<file path="src/hdl/qfopm_pkg.sv">
// shared types, coefficient table and microcode program for the plant model
package qfopm_pkg;

    // field widths
    localparam int CMD_W  = 16;
    localparam int OUT_W  = 24;
    localparam int COEF_W = 25;
    localparam int PROD_W = OUT_W + COEF_W;
    localparam int ACC_W  = PROD_W + 1;
    localparam int FRAC_SHIFT = 22;
    localparam int NUM_OUT = 6;
    localparam int NUM_CMD = 4;
    localparam int STEP_W  = 4;

    // operand select codes: stored outputs, then stored commands
    localparam logic [3:0] X_ROLL     = 4'd0;
    localparam logic [3:0] X_PITCH    = 4'd1;
    localparam logic [3:0] X_YAW      = 4'd2;
    localparam logic [3:0] X_VERT     = 4'd3;
    localparam logic [3:0] X_LAT      = 4'd4;
    localparam logic [3:0] X_FWD      = 4'd5;
    localparam logic [3:0] X_CMD_ROLL = 4'd6;
    localparam logic [3:0] X_CMD_PIT  = 4'd7;
    localparam logic [3:0] X_CMD_YAW  = 4'd8;
    localparam logic [3:0] X_CMD_THR  = 4'd9;

    // coefficient codes
    localparam logic [3:0] C_ROLL_A  = 4'd0;
    localparam logic [3:0] C_ROLL_B  = 4'd1;
    localparam logic [3:0] C_PITCH_A = 4'd2;
    localparam logic [3:0] C_PITCH_B = 4'd3;
    localparam logic [3:0] C_YAW_A   = 4'd4;
    localparam logic [3:0] C_YAW_B   = 4'd5;
    localparam logic [3:0] C_VERT_A  = 4'd6;
    localparam logic [3:0] C_VERT_B  = 4'd7;
    localparam logic [3:0] C_LAT_A   = 4'd8;
    localparam logic [3:0] C_LAT_B   = 4'd9;
    localparam logic [3:0] C_FWD_A   = 4'd10;
    localparam logic [3:0] C_FWD_B   = 4'd11;

    // output register slots
    localparam logic [2:0] W_ROLL  = 3'd0;
    localparam logic [2:0] W_PITCH = 3'd1;
    localparam logic [2:0] W_YAW   = 3'd2;
    localparam logic [2:0] W_VERT  = 3'd3;
    localparam logic [2:0] W_LAT   = 3'd4;
    localparam logic [2:0] W_FWD   = 3'd5;

    // one control word of the program
    typedef struct packed {
        logic       mul;     // load product register
        logic [3:0] x_sel;   // multiplier operand
        logic [3:0] c_sel;   // coefficient
        logic       ld;      // accumulator takes product
        logic       add;     // accumulator adds product
        logic       wr;      // rounded accumulator to an output slot
        logic [2:0] w_sel;
        logic       last;    // hold here until the result slot is free
    } t_uop;

    // control from the sequencer to the datapath
    typedef struct packed {
        logic start;   // capture the incoming commands
        logic commit;  // store commands, result leaves
        t_uop uop;
    } t_dp_ctl;

    // Q2.22 coefficients
    function automatic logic signed [COEF_W-1:0] coef_rom(input logic [3:0] idx);
        logic signed [COEF_W-1:0] c;
        case (idx)
            C_ROLL_A:  c = 25'sd4064563;
            C_ROLL_B:  c = 25'sd3892218;
            C_PITCH_A: c = 25'sd3938714;
            C_PITCH_B: c = 25'sd4651483;
            C_YAW_A:   c = 25'sd4022193;
            C_YAW_B:   c = 25'sd15782585;
            C_VERT_A:  c = 25'sd4064563;
            C_VERT_B:  c = 25'sd104656;
            C_LAT_A:   c = 25'sd4161491;
            C_LAT_B:   c = 25'sd8203;
            C_FWD_A:   c = 25'sd4165124;
            C_FWD_B:   c = -25'sd12021;
            default:   c = '0;
        endcase
        return c;
    endfunction

    function automatic t_uop mk(input logic mul, input logic [3:0] x_sel,
                                input logic [3:0] c_sel, input logic ld,
                                input logic add, input logic wr,
                                input logic [2:0] w_sel, input logic last);
        t_uop u;
        u.mul   = mul;
        u.x_sel = x_sel;
        u.c_sel = c_sel;
        u.ld    = ld;
        u.add   = add;
        u.wr    = wr;
        u.w_sel = w_sel;
        u.last  = last;
        return u;
    endfunction

    // program: multiply pipelined one step ahead of the accumulator
    function automatic t_uop ucode(input logic [STEP_W-1:0] step);
        t_uop u;
        case (step)
            4'd0:    u = mk(1'b1, X_ROLL,     C_ROLL_A,  1'b0, 1'b0, 1'b0, W_ROLL,  1'b0);
            4'd1:    u = mk(1'b1, X_CMD_ROLL, C_ROLL_B,  1'b1, 1'b0, 1'b0, W_ROLL,  1'b0);
            4'd2:    u = mk(1'b1, X_PITCH,    C_PITCH_A, 1'b0, 1'b1, 1'b0, W_ROLL,  1'b0);
            4'd3:    u = mk(1'b1, X_CMD_PIT,  C_PITCH_B, 1'b1, 1'b0, 1'b1, W_ROLL,  1'b0);
            4'd4:    u = mk(1'b1, X_YAW,      C_YAW_A,   1'b0, 1'b1, 1'b0, W_PITCH, 1'b0);
            4'd5:    u = mk(1'b1, X_CMD_YAW,  C_YAW_B,   1'b1, 1'b0, 1'b1, W_PITCH, 1'b0);
            4'd6:    u = mk(1'b1, X_VERT,     C_VERT_A,  1'b0, 1'b1, 1'b0, W_YAW,   1'b0);
            4'd7:    u = mk(1'b1, X_CMD_THR,  C_VERT_B,  1'b1, 1'b0, 1'b1, W_YAW,   1'b0);
            4'd8:    u = mk(1'b1, X_LAT,      C_LAT_A,   1'b0, 1'b1, 1'b0, W_VERT,  1'b0);
            4'd9:    u = mk(1'b1, X_ROLL,     C_LAT_B,   1'b1, 1'b0, 1'b1, W_VERT,  1'b0);
            4'd10:   u = mk(1'b1, X_FWD,      C_FWD_A,   1'b0, 1'b1, 1'b0, W_LAT,   1'b0);
            4'd11:   u = mk(1'b1, X_PITCH,    C_FWD_B,   1'b1, 1'b0, 1'b1, W_LAT,   1'b0);
            4'd12:   u = mk(1'b0, X_ROLL,     C_ROLL_A,  1'b0, 1'b1, 1'b0, W_FWD,   1'b0);
            4'd13:   u = mk(1'b0, X_ROLL,     C_ROLL_A,  1'b0, 1'b0, 1'b1, W_FWD,   1'b0);
            4'd14:   u = mk(1'b0, X_ROLL,     C_ROLL_A,  1'b0, 1'b0, 1'b0, W_ROLL,  1'b1);
            default: u = mk(1'b0, X_ROLL,     C_ROLL_A,  1'b0, 1'b0, 1'b0, W_ROLL,  1'b1);
        endcase
        return u;
    endfunction

endpackage

</file>
<file path="src/hdl/qfopm_datapath.sv">
// multiply-accumulate datapath with filter state registers
module qfopm_datapath (
    input  logic                                          i_clk,
    input  logic                                          i_rst_n,
    input  qfopm_pkg::t_dp_ctl                            i_ctl,
    input  logic [qfopm_pkg::NUM_CMD-1:0][qfopm_pkg::CMD_W-1:0] i_cmds,
    output logic [qfopm_pkg::NUM_OUT-1:0][qfopm_pkg::OUT_W-1:0] o_outs
);
    import qfopm_pkg::*;

    logic [NUM_OUT-1:0][OUT_W-1:0] r_out;
    logic [NUM_CMD-1:0][CMD_W-1:0] r_cmd;
    logic [NUM_CMD-1:0][CMD_W-1:0] r_cmd_new;
    logic signed [PROD_W-1:0]      r_prod;
    logic signed [ACC_W-1:0]       r_acc;

    logic signed [OUT_W-1:0]       x_op;
    logic [1:0]                    cmd_idx;
    logic [3:0]                    cmd_off;
    logic signed [ACC_W-1:0]       prod_ext;
    logic signed [ACC_W-1:0]       rnd_sum;
    logic signed [ACC_W-FRAC_SHIFT-1:0] rnd_q;
    logic [OUT_W-1:0]              sat_val;

    // multiplier operand: stored output, or command scaled by 4
    always_comb begin
        cmd_off = i_ctl.uop.x_sel - X_CMD_ROLL;
        cmd_idx = cmd_off[1:0];
        case (i_ctl.uop.x_sel) inside
            [X_ROLL:X_FWD]: x_op = $signed(r_out[i_ctl.uop.x_sel[2:0]]);
            [X_CMD_ROLL:X_CMD_THR]: x_op = $signed({{(OUT_W-CMD_W-2){r_cmd[cmd_idx][CMD_W-1]}},
                                                    r_cmd[cmd_idx], 2'b00});
            default: x_op = '0;
        endcase
    end

    // round half up at bit 22, then clamp to 24 bits
    always_comb begin
        prod_ext = {r_prod[PROD_W-1], r_prod};
        rnd_sum  = r_acc + (ACC_W'(1) <<< (FRAC_SHIFT - 1));
        rnd_q    = rnd_sum[ACC_W-1:FRAC_SHIFT];
        if (rnd_q > $signed((ACC_W-FRAC_SHIFT)'({1'b0, {(OUT_W-1){1'b1}}}))) begin
            sat_val = {1'b0, {(OUT_W-1){1'b1}}};
        end else if (rnd_q < -$signed((ACC_W-FRAC_SHIFT)'({1'b1, {(OUT_W-1){1'b0}}}))) begin
            sat_val = {1'b1, {(OUT_W-1){1'b0}}};
        end else begin
            sat_val = rnd_q[OUT_W-1:0];
        end
    end

    // product, accumulator and captured incoming commands
    always_ff @(posedge i_clk) begin
        if (i_ctl.uop.mul) begin
            r_prod <= x_op * coef_rom(i_ctl.uop.c_sel);
        end
        if (i_ctl.uop.ld) begin
            r_acc <= prod_ext;
        end else if (i_ctl.uop.add) begin
            r_acc <= r_acc + prod_ext;
        end
        if (i_ctl.start) begin
            r_cmd_new <= i_cmds;
        end
    end

    // filter state
    always_ff @(posedge i_clk) begin
        if (!i_rst_n) begin
            r_out <= '0;
            r_cmd <= '0;
        end else begin
            if (i_ctl.uop.wr) begin
                r_out[i_ctl.uop.w_sel] <= sat_val;
            end
            if (i_ctl.commit) begin
                r_cmd <= r_cmd_new;
            end
        end
    end

    assign o_outs = r_out;

endmodule

</file>
<file path="src/hdl/quadrotor_first_order_plant_model_core.sv">
// top level: microcoded sequencer, datapath and result register
//
//  channel  | signals                                   | direction
//  ---------+-------------------------------------------+----------
//  command  | i_in_valid, o_in_ready, i_*_command       | in
//  state    | o_out_valid, i_out_ready, o_roll_angle .. | out
//
// words are taken only while idle: the program runs 15 control steps
// through a single 24x25 multiplier and one accumulator, and the next word
// is accepted once the sequencer is idle again. the result word sits in an
// output register, so the next word is accepted while it waits; only the
// final step stalls when that register is still full. reset clears the filter
// state and stored commands to zero.
module quadrotor_first_order_plant_model_core (
    input  logic               i_clk,
    input  logic               i_rst_n,
    input  logic               i_in_valid,
    output logic               o_in_ready,
    input  logic signed [15:0] i_roll_command,
    input  logic signed [15:0] i_pitch_command,
    input  logic signed [15:0] i_yaw_rate_command,
    input  logic signed [15:0] i_throttle_command,
    output logic               o_out_valid,
    input  logic               i_out_ready,
    output logic signed [23:0] o_roll_angle,
    output logic signed [23:0] o_pitch_angle,
    output logic signed [23:0] o_yaw_rate,
    output logic signed [23:0] o_vertical_speed,
    output logic signed [23:0] o_lateral_speed,
    output logic signed [23:0] o_forward_speed
);
    import qfopm_pkg::*;

    logic                          r_busy;
    logic [STEP_W-1:0]             r_step;
    logic                          r_out_valid;
    logic [NUM_OUT-1:0][OUT_W-1:0] r_res;

    t_uop                          uop;
    t_dp_ctl                       ctl;
    logic                          accept;
    logic                          slot_free;
    logic [NUM_CMD-1:0][CMD_W-1:0] cmds;
    logic [NUM_OUT-1:0][OUT_W-1:0] outs;

    assign o_in_ready = !r_busy;
    assign accept     = i_in_valid && !r_busy;
    assign slot_free  = !r_out_valid || i_out_ready;
    assign cmds       = {i_throttle_command, i_yaw_rate_command,
                         i_pitch_command, i_roll_command};

    // control word fetch
    always_comb begin
        uop        = r_busy ? ucode(r_step) : '0;
        ctl.start  = accept;
        ctl.commit = r_busy && uop.last && slot_free;
        ctl.uop    = uop;
    end

    // step counter, holds on the final step until the result slot frees
    always_ff @(posedge i_clk) begin
        if (!i_rst_n) begin
            r_busy <= 1'b0;
            r_step <= '0;
        end else if (accept) begin
            r_busy <= 1'b1;
            r_step <= '0;
        end else if (r_busy) begin
            if (uop.last) begin
                if (slot_free) begin
                    r_busy <= 1'b0;
                end
            end else begin
                r_step <= r_step + 1'b1;
            end
        end
    end

    // result register
    always_ff @(posedge i_clk) begin
        if (!i_rst_n) begin
            r_out_valid <= 1'b0;
        end else if (ctl.commit) begin
            r_out_valid <= 1'b1;
        end else if (i_out_ready) begin
            r_out_valid <= 1'b0;
        end
    end

    always_ff @(posedge i_clk) begin
        if (ctl.commit) begin
            r_res <= outs;
        end
    end

    qfopm_datapath u_datapath (
        .i_clk   (i_clk),
        .i_rst_n (i_rst_n),
        .i_ctl   (ctl),
        .i_cmds  (cmds),
        .o_outs  (outs)
    );

    assign o_out_valid      = r_out_valid;
    assign o_roll_angle     = $signed(r_res[W_ROLL]);
    assign o_pitch_angle    = $signed(r_res[W_PITCH]);
    assign o_yaw_rate       = $signed(r_res[W_YAW]);
    assign o_vertical_speed = $signed(r_res[W_VERT]);
    assign o_lateral_speed  = $signed(r_res[W_LAT]);
    assign o_forward_speed  = $signed(r_res[W_FWD]);

endmodule
</file>
<file path="config.mk">
export PLATFORM = sky130hd
export DESIGN_NAME = quadrotor_first_order_plant_model_core
export DESIGN_NICKNAME = d
export VERILOG_FILES = /design/src/hdl/qfopm_pkg.sv /design/src/hdl/qfopm_datapath.sv /design/src/hdl/quadrotor_first_order_plant_model_core.sv
export SDC_FILE = /design/constraint.sdc
export NUM_CORES = 2
export LEC_CHECK = 0
export BUFFER_PORTS_ARGS = -buffer_cell sky130_fd_sc_hd__buf_4
export CAP_MARGIN = 20
export CORE_ASPECT_RATIO = 1.25
export CORE_MARGIN = 5
export CORE_UTILIZATION = 65
export CTS_CLUSTER_DIAMETER = 100
export DETAILED_ROUTE_END_ITERATION = 16
export PLACE_DENSITY = 0.83
export SYNTH_ARGS = -nofsm -noshare
export SYNTH_HDL_FRONTEND = slang
export SYNTH_SLANG_ARGS = --single-unit
</file>
<file path="constraint.sdc">
create_clock -name i_clk -period 17.71 [get_ports i_clk]
set_clock_uncertainty 0.15 [all_clocks]
set_input_delay 1.771 -clock i_clk [delete_from_list [all_inputs] [get_ports i_clk]]
set_output_delay 1.771 -clock i_clk [all_outputs]
set_load 0.005 [all_outputs]
</file>
==> metrics.txt <==
Post-DP Area=47310 um2; CP required=17.91 ns; CP arrival=10.76 ns; Die Y=303.7 um; area of the multi-input gates=27760 um2; clock latency on the worst-skew pair=0.62 ns; Post-route DRC=0; synthesized netlist cell count=4520; Setup TNS=0 ns; antenna violations before repair=0; vias per cell=6.213; YS warnings=0; DP Cell Count=5435; fmax=94.71 MHz; n_diodes=0; wire per inst=23.21 um; cell with the most instances after synthesis=inv_1; Setup-failing EPs final=0; Post-synth EDFFs=307; fin crit period=10.56 ns; Max VDD drop=0.08000 mV; H-tree levels=2; total track usage=34.70%; Synth area leader=fa_1; slowest CP cell=dfxtp_2; Synth area leaders=fa_1 (28%), edfxtp_1 (21%), dfxtp_1 (10%); post-DP HPWL=98.00 mm; Pleak=23.26 nW; Period Utilization, post-route=59.62%; crit path launch type=register; drt total wl=128.5 mm; synthesized flop and latch total=535; RD Place Congestion=0.9933; Final Hold Fails=0; First-pass DRT Iterations=8; Syn-to-layout area delta=9.620%; power per cell area=78.47 nW/um2; synthesized cell area=44860 um2; Setup crit end kind=register; io pins=214; async set or reset register ratio after synthesis=0%; syn_nets=5411; Fillers=4844; Non-Filler Instances=5535; max_cap viols=0; Adder-Cell Fraction of Synth Area=33.50%; vias in the first global route=35590; post-synth top area share=28.12%; RSZ-0062 raised after global routing=false; Initial Util=65.70%; Placeable Area=68280 um2; status=finished, final reports clean; nets=5511; Die X=245.0 um; crit-path max FO=46; first-pass GRT wire length=199.8 mm; CTS Sinks=535; min setup slack post-route=7.151 ns; Seq. cell area=13790 um2; clock slew at reported path FFs=0.06 ns; post-synthesis cell type count=71; slowest stage delay, CP=0.94 ns; worst hold path type=reg2reg; mux cell area share after synthesis=1.174%; Slew Viols, Final=0; total CTS buffers=51; post-CTS setup buffer count=0; post-cts sizing count=0; GR Overflow Total=0; worst-case clock buffer depth=3; Simple-Gate Fraction of Synth Area=12.34%; CTS tree=built; Die Area=74400 um2; Synth Flop Type=edfxtp_1; largest net degree at the start of global routing=130; dpl ws=7.382 ns; post-synthesis sequential area ratio=30.73%; Vias=34390; CTS root buf=clkbuf_16; Least-Margin Pin Slew=1.251 ns; CTS Hold Bufs=0; finished layout cell area=49170 um2; top cells by count, synth=inv_1 (699), nand2_1 (650), fa_1 (630), nor2_1 (401), edfxtp_1 (307); syn_area_per_cell=9.924 um2; port bufs=213; antenna violation net count after detailed routing=0; DRT iter0 DRCs=3473; Synth Area in XOR/XNOR=2.324%; most used cell, CP=fa_1; complex-gate fraction of the synthesized area=12.16%; largest family of logic cells by synthesized area=adder cells; Slew headroom=16.07%; critical path class=reg2reg; share of cells above drive strength 1=9.372%; Rows=107
-- registers in the layout, indices dropped and copies added (netlist names), named ones only --
name and count:
u_datapath.r_prod 49, o_lateral_speed 24, o_roll_angle 24, u_datapath.r_cmd 64, o_yaw_rate 24, u_datapath.o_outs 144
u_datapath.r_cmd_new 64, o_vertical_speed 24, o_forward_speed 24, r_step 4, o_pitch_angle 24, r_busy 1
o_out_valid 1, u_datapath.r_acc 50
-- cell type report --
type,count,share of cell area (%)
Multi-Input combinational cell,3058,56.46
Tap cell,872,2.219
Inverter,699,5.346
Clock buffer,69,3.051
Timing Repair Buffer,275,4.295
Sequential cell,535,28.04
Clock inverter,27,0.5878
-- report_power, final --
part	leakage, nW	internal (mW)	switching, mW	total (mW)
Sequential	4.83	1.40	0.0436	1.45
Clock	0.871	0.647	0.498	1.15
Combinational	17.6	0.502	0.764	1.27
Total	23.3	2.55	1.31	3.86
-- per-layer routing --
layer,wire length (um),vias up,GRT usage [%],part of all wire [%]
met2,61430,2006,57.39,48
met5,0,-,0,0
met3,12070,633,7.001,9.4
met4,12560,0,25.46,9.8
li1,-,14820,-,-
met1,42420,16930,40.08,33
-- cells in the final DEF, fill, tap and decap left out, types with 24 or more instances in the layout --
| cell | Yosys | final |
|---|---|---|
| nor3_1 | 26 | 24 |
| clkbuf_16 | 0 | 56 |
| ha_1 | 193 | 193 |
| nor2_1 | 401 | 393 |
| edfxtp_1 | 307 | 307 |
| fa_1 | 630 | 630 |
| a22oi_1 | 33 | 33 |
| o21ai_0 | 104 | 99 |
| nand2b_1 | 51 | 51 |
| nand2_1 | 650 | 649 |
| buf_4 | 0 | 270 |
| o21ai_1 | 22 | 24 |
| dfxtp_1 | 228 | 225 |
| o211a_1 | 144 | 144 |
| a21o_1 | 50 | 50 |
| xnor2_1 | 88 | 88 |
| inv_1 | 699 | 697 |
| nand3_1 | 49 | 48 |
| and2_1 | 47 | 46 |
| a21boi_0 | 68 | 68 |
| mux2i_1 | 38 | 38 |
| a21oi_1 | 153 | 151 |
| xor2_1 | 31 | 31 |
-- per-stage QoR --
stage | utilization [%] | total power [mW] | hold slack [ns]
after floorplan | - | 2.359 | 0.2757
after global placement | 69.29 | 2.674 | 0.2873
after detailed placement | 69.29 | 2.712 | 0.2935
after CTS | 71.91 | 3.851 | 0.3057
after global routing | 72.02 | 4.059 | 0.3218
final | 72.02 | 3.858 | 0.3123
-- cells by family after synthesis --
kind of cell    count (synthesis)
mux                            51
compound gates                752
fa+ha+maj                     823
simple gates                 1313
buf+inv                       927
flops                         535
xor+xnor                      119
-- path summary, 6_finish.rpt --
| kind | startpoint | endpoint | slack (ns) | cells after the start |
|---|---|---|---|---|
| min | u_datapath.o_outs[5] | o_roll_angle[5] | 0.31 | 0 |
| max | r_busy | u_datapath.r_prod[46] | 7.15 | 31 |
| max reg2reg | r_busy | u_datapath.r_prod[46] | 7.15 | 31 |
| min reg2reg | u_datapath.o_outs[5] | o_roll_angle[5] | 0.31 | 0 |
-- critical path: cells and delay by family (launching register included) --
| family | cells | cell delay [ns] |
|---|---|---|
| buffers and inverters | 8 | 1.71 |
| XOR/XNOR | 1 | 0.10 |
| flip-flops | 1 | 0.94 |
| adder cells (fa/ha/maj) | 8 | 3.84 |
| AND/OR/NAND/NOR | 4 | 1.31 |
| AO/OA/AOI/OAI | 10 | 2.18 |
(Power assumes the default switching activity.)
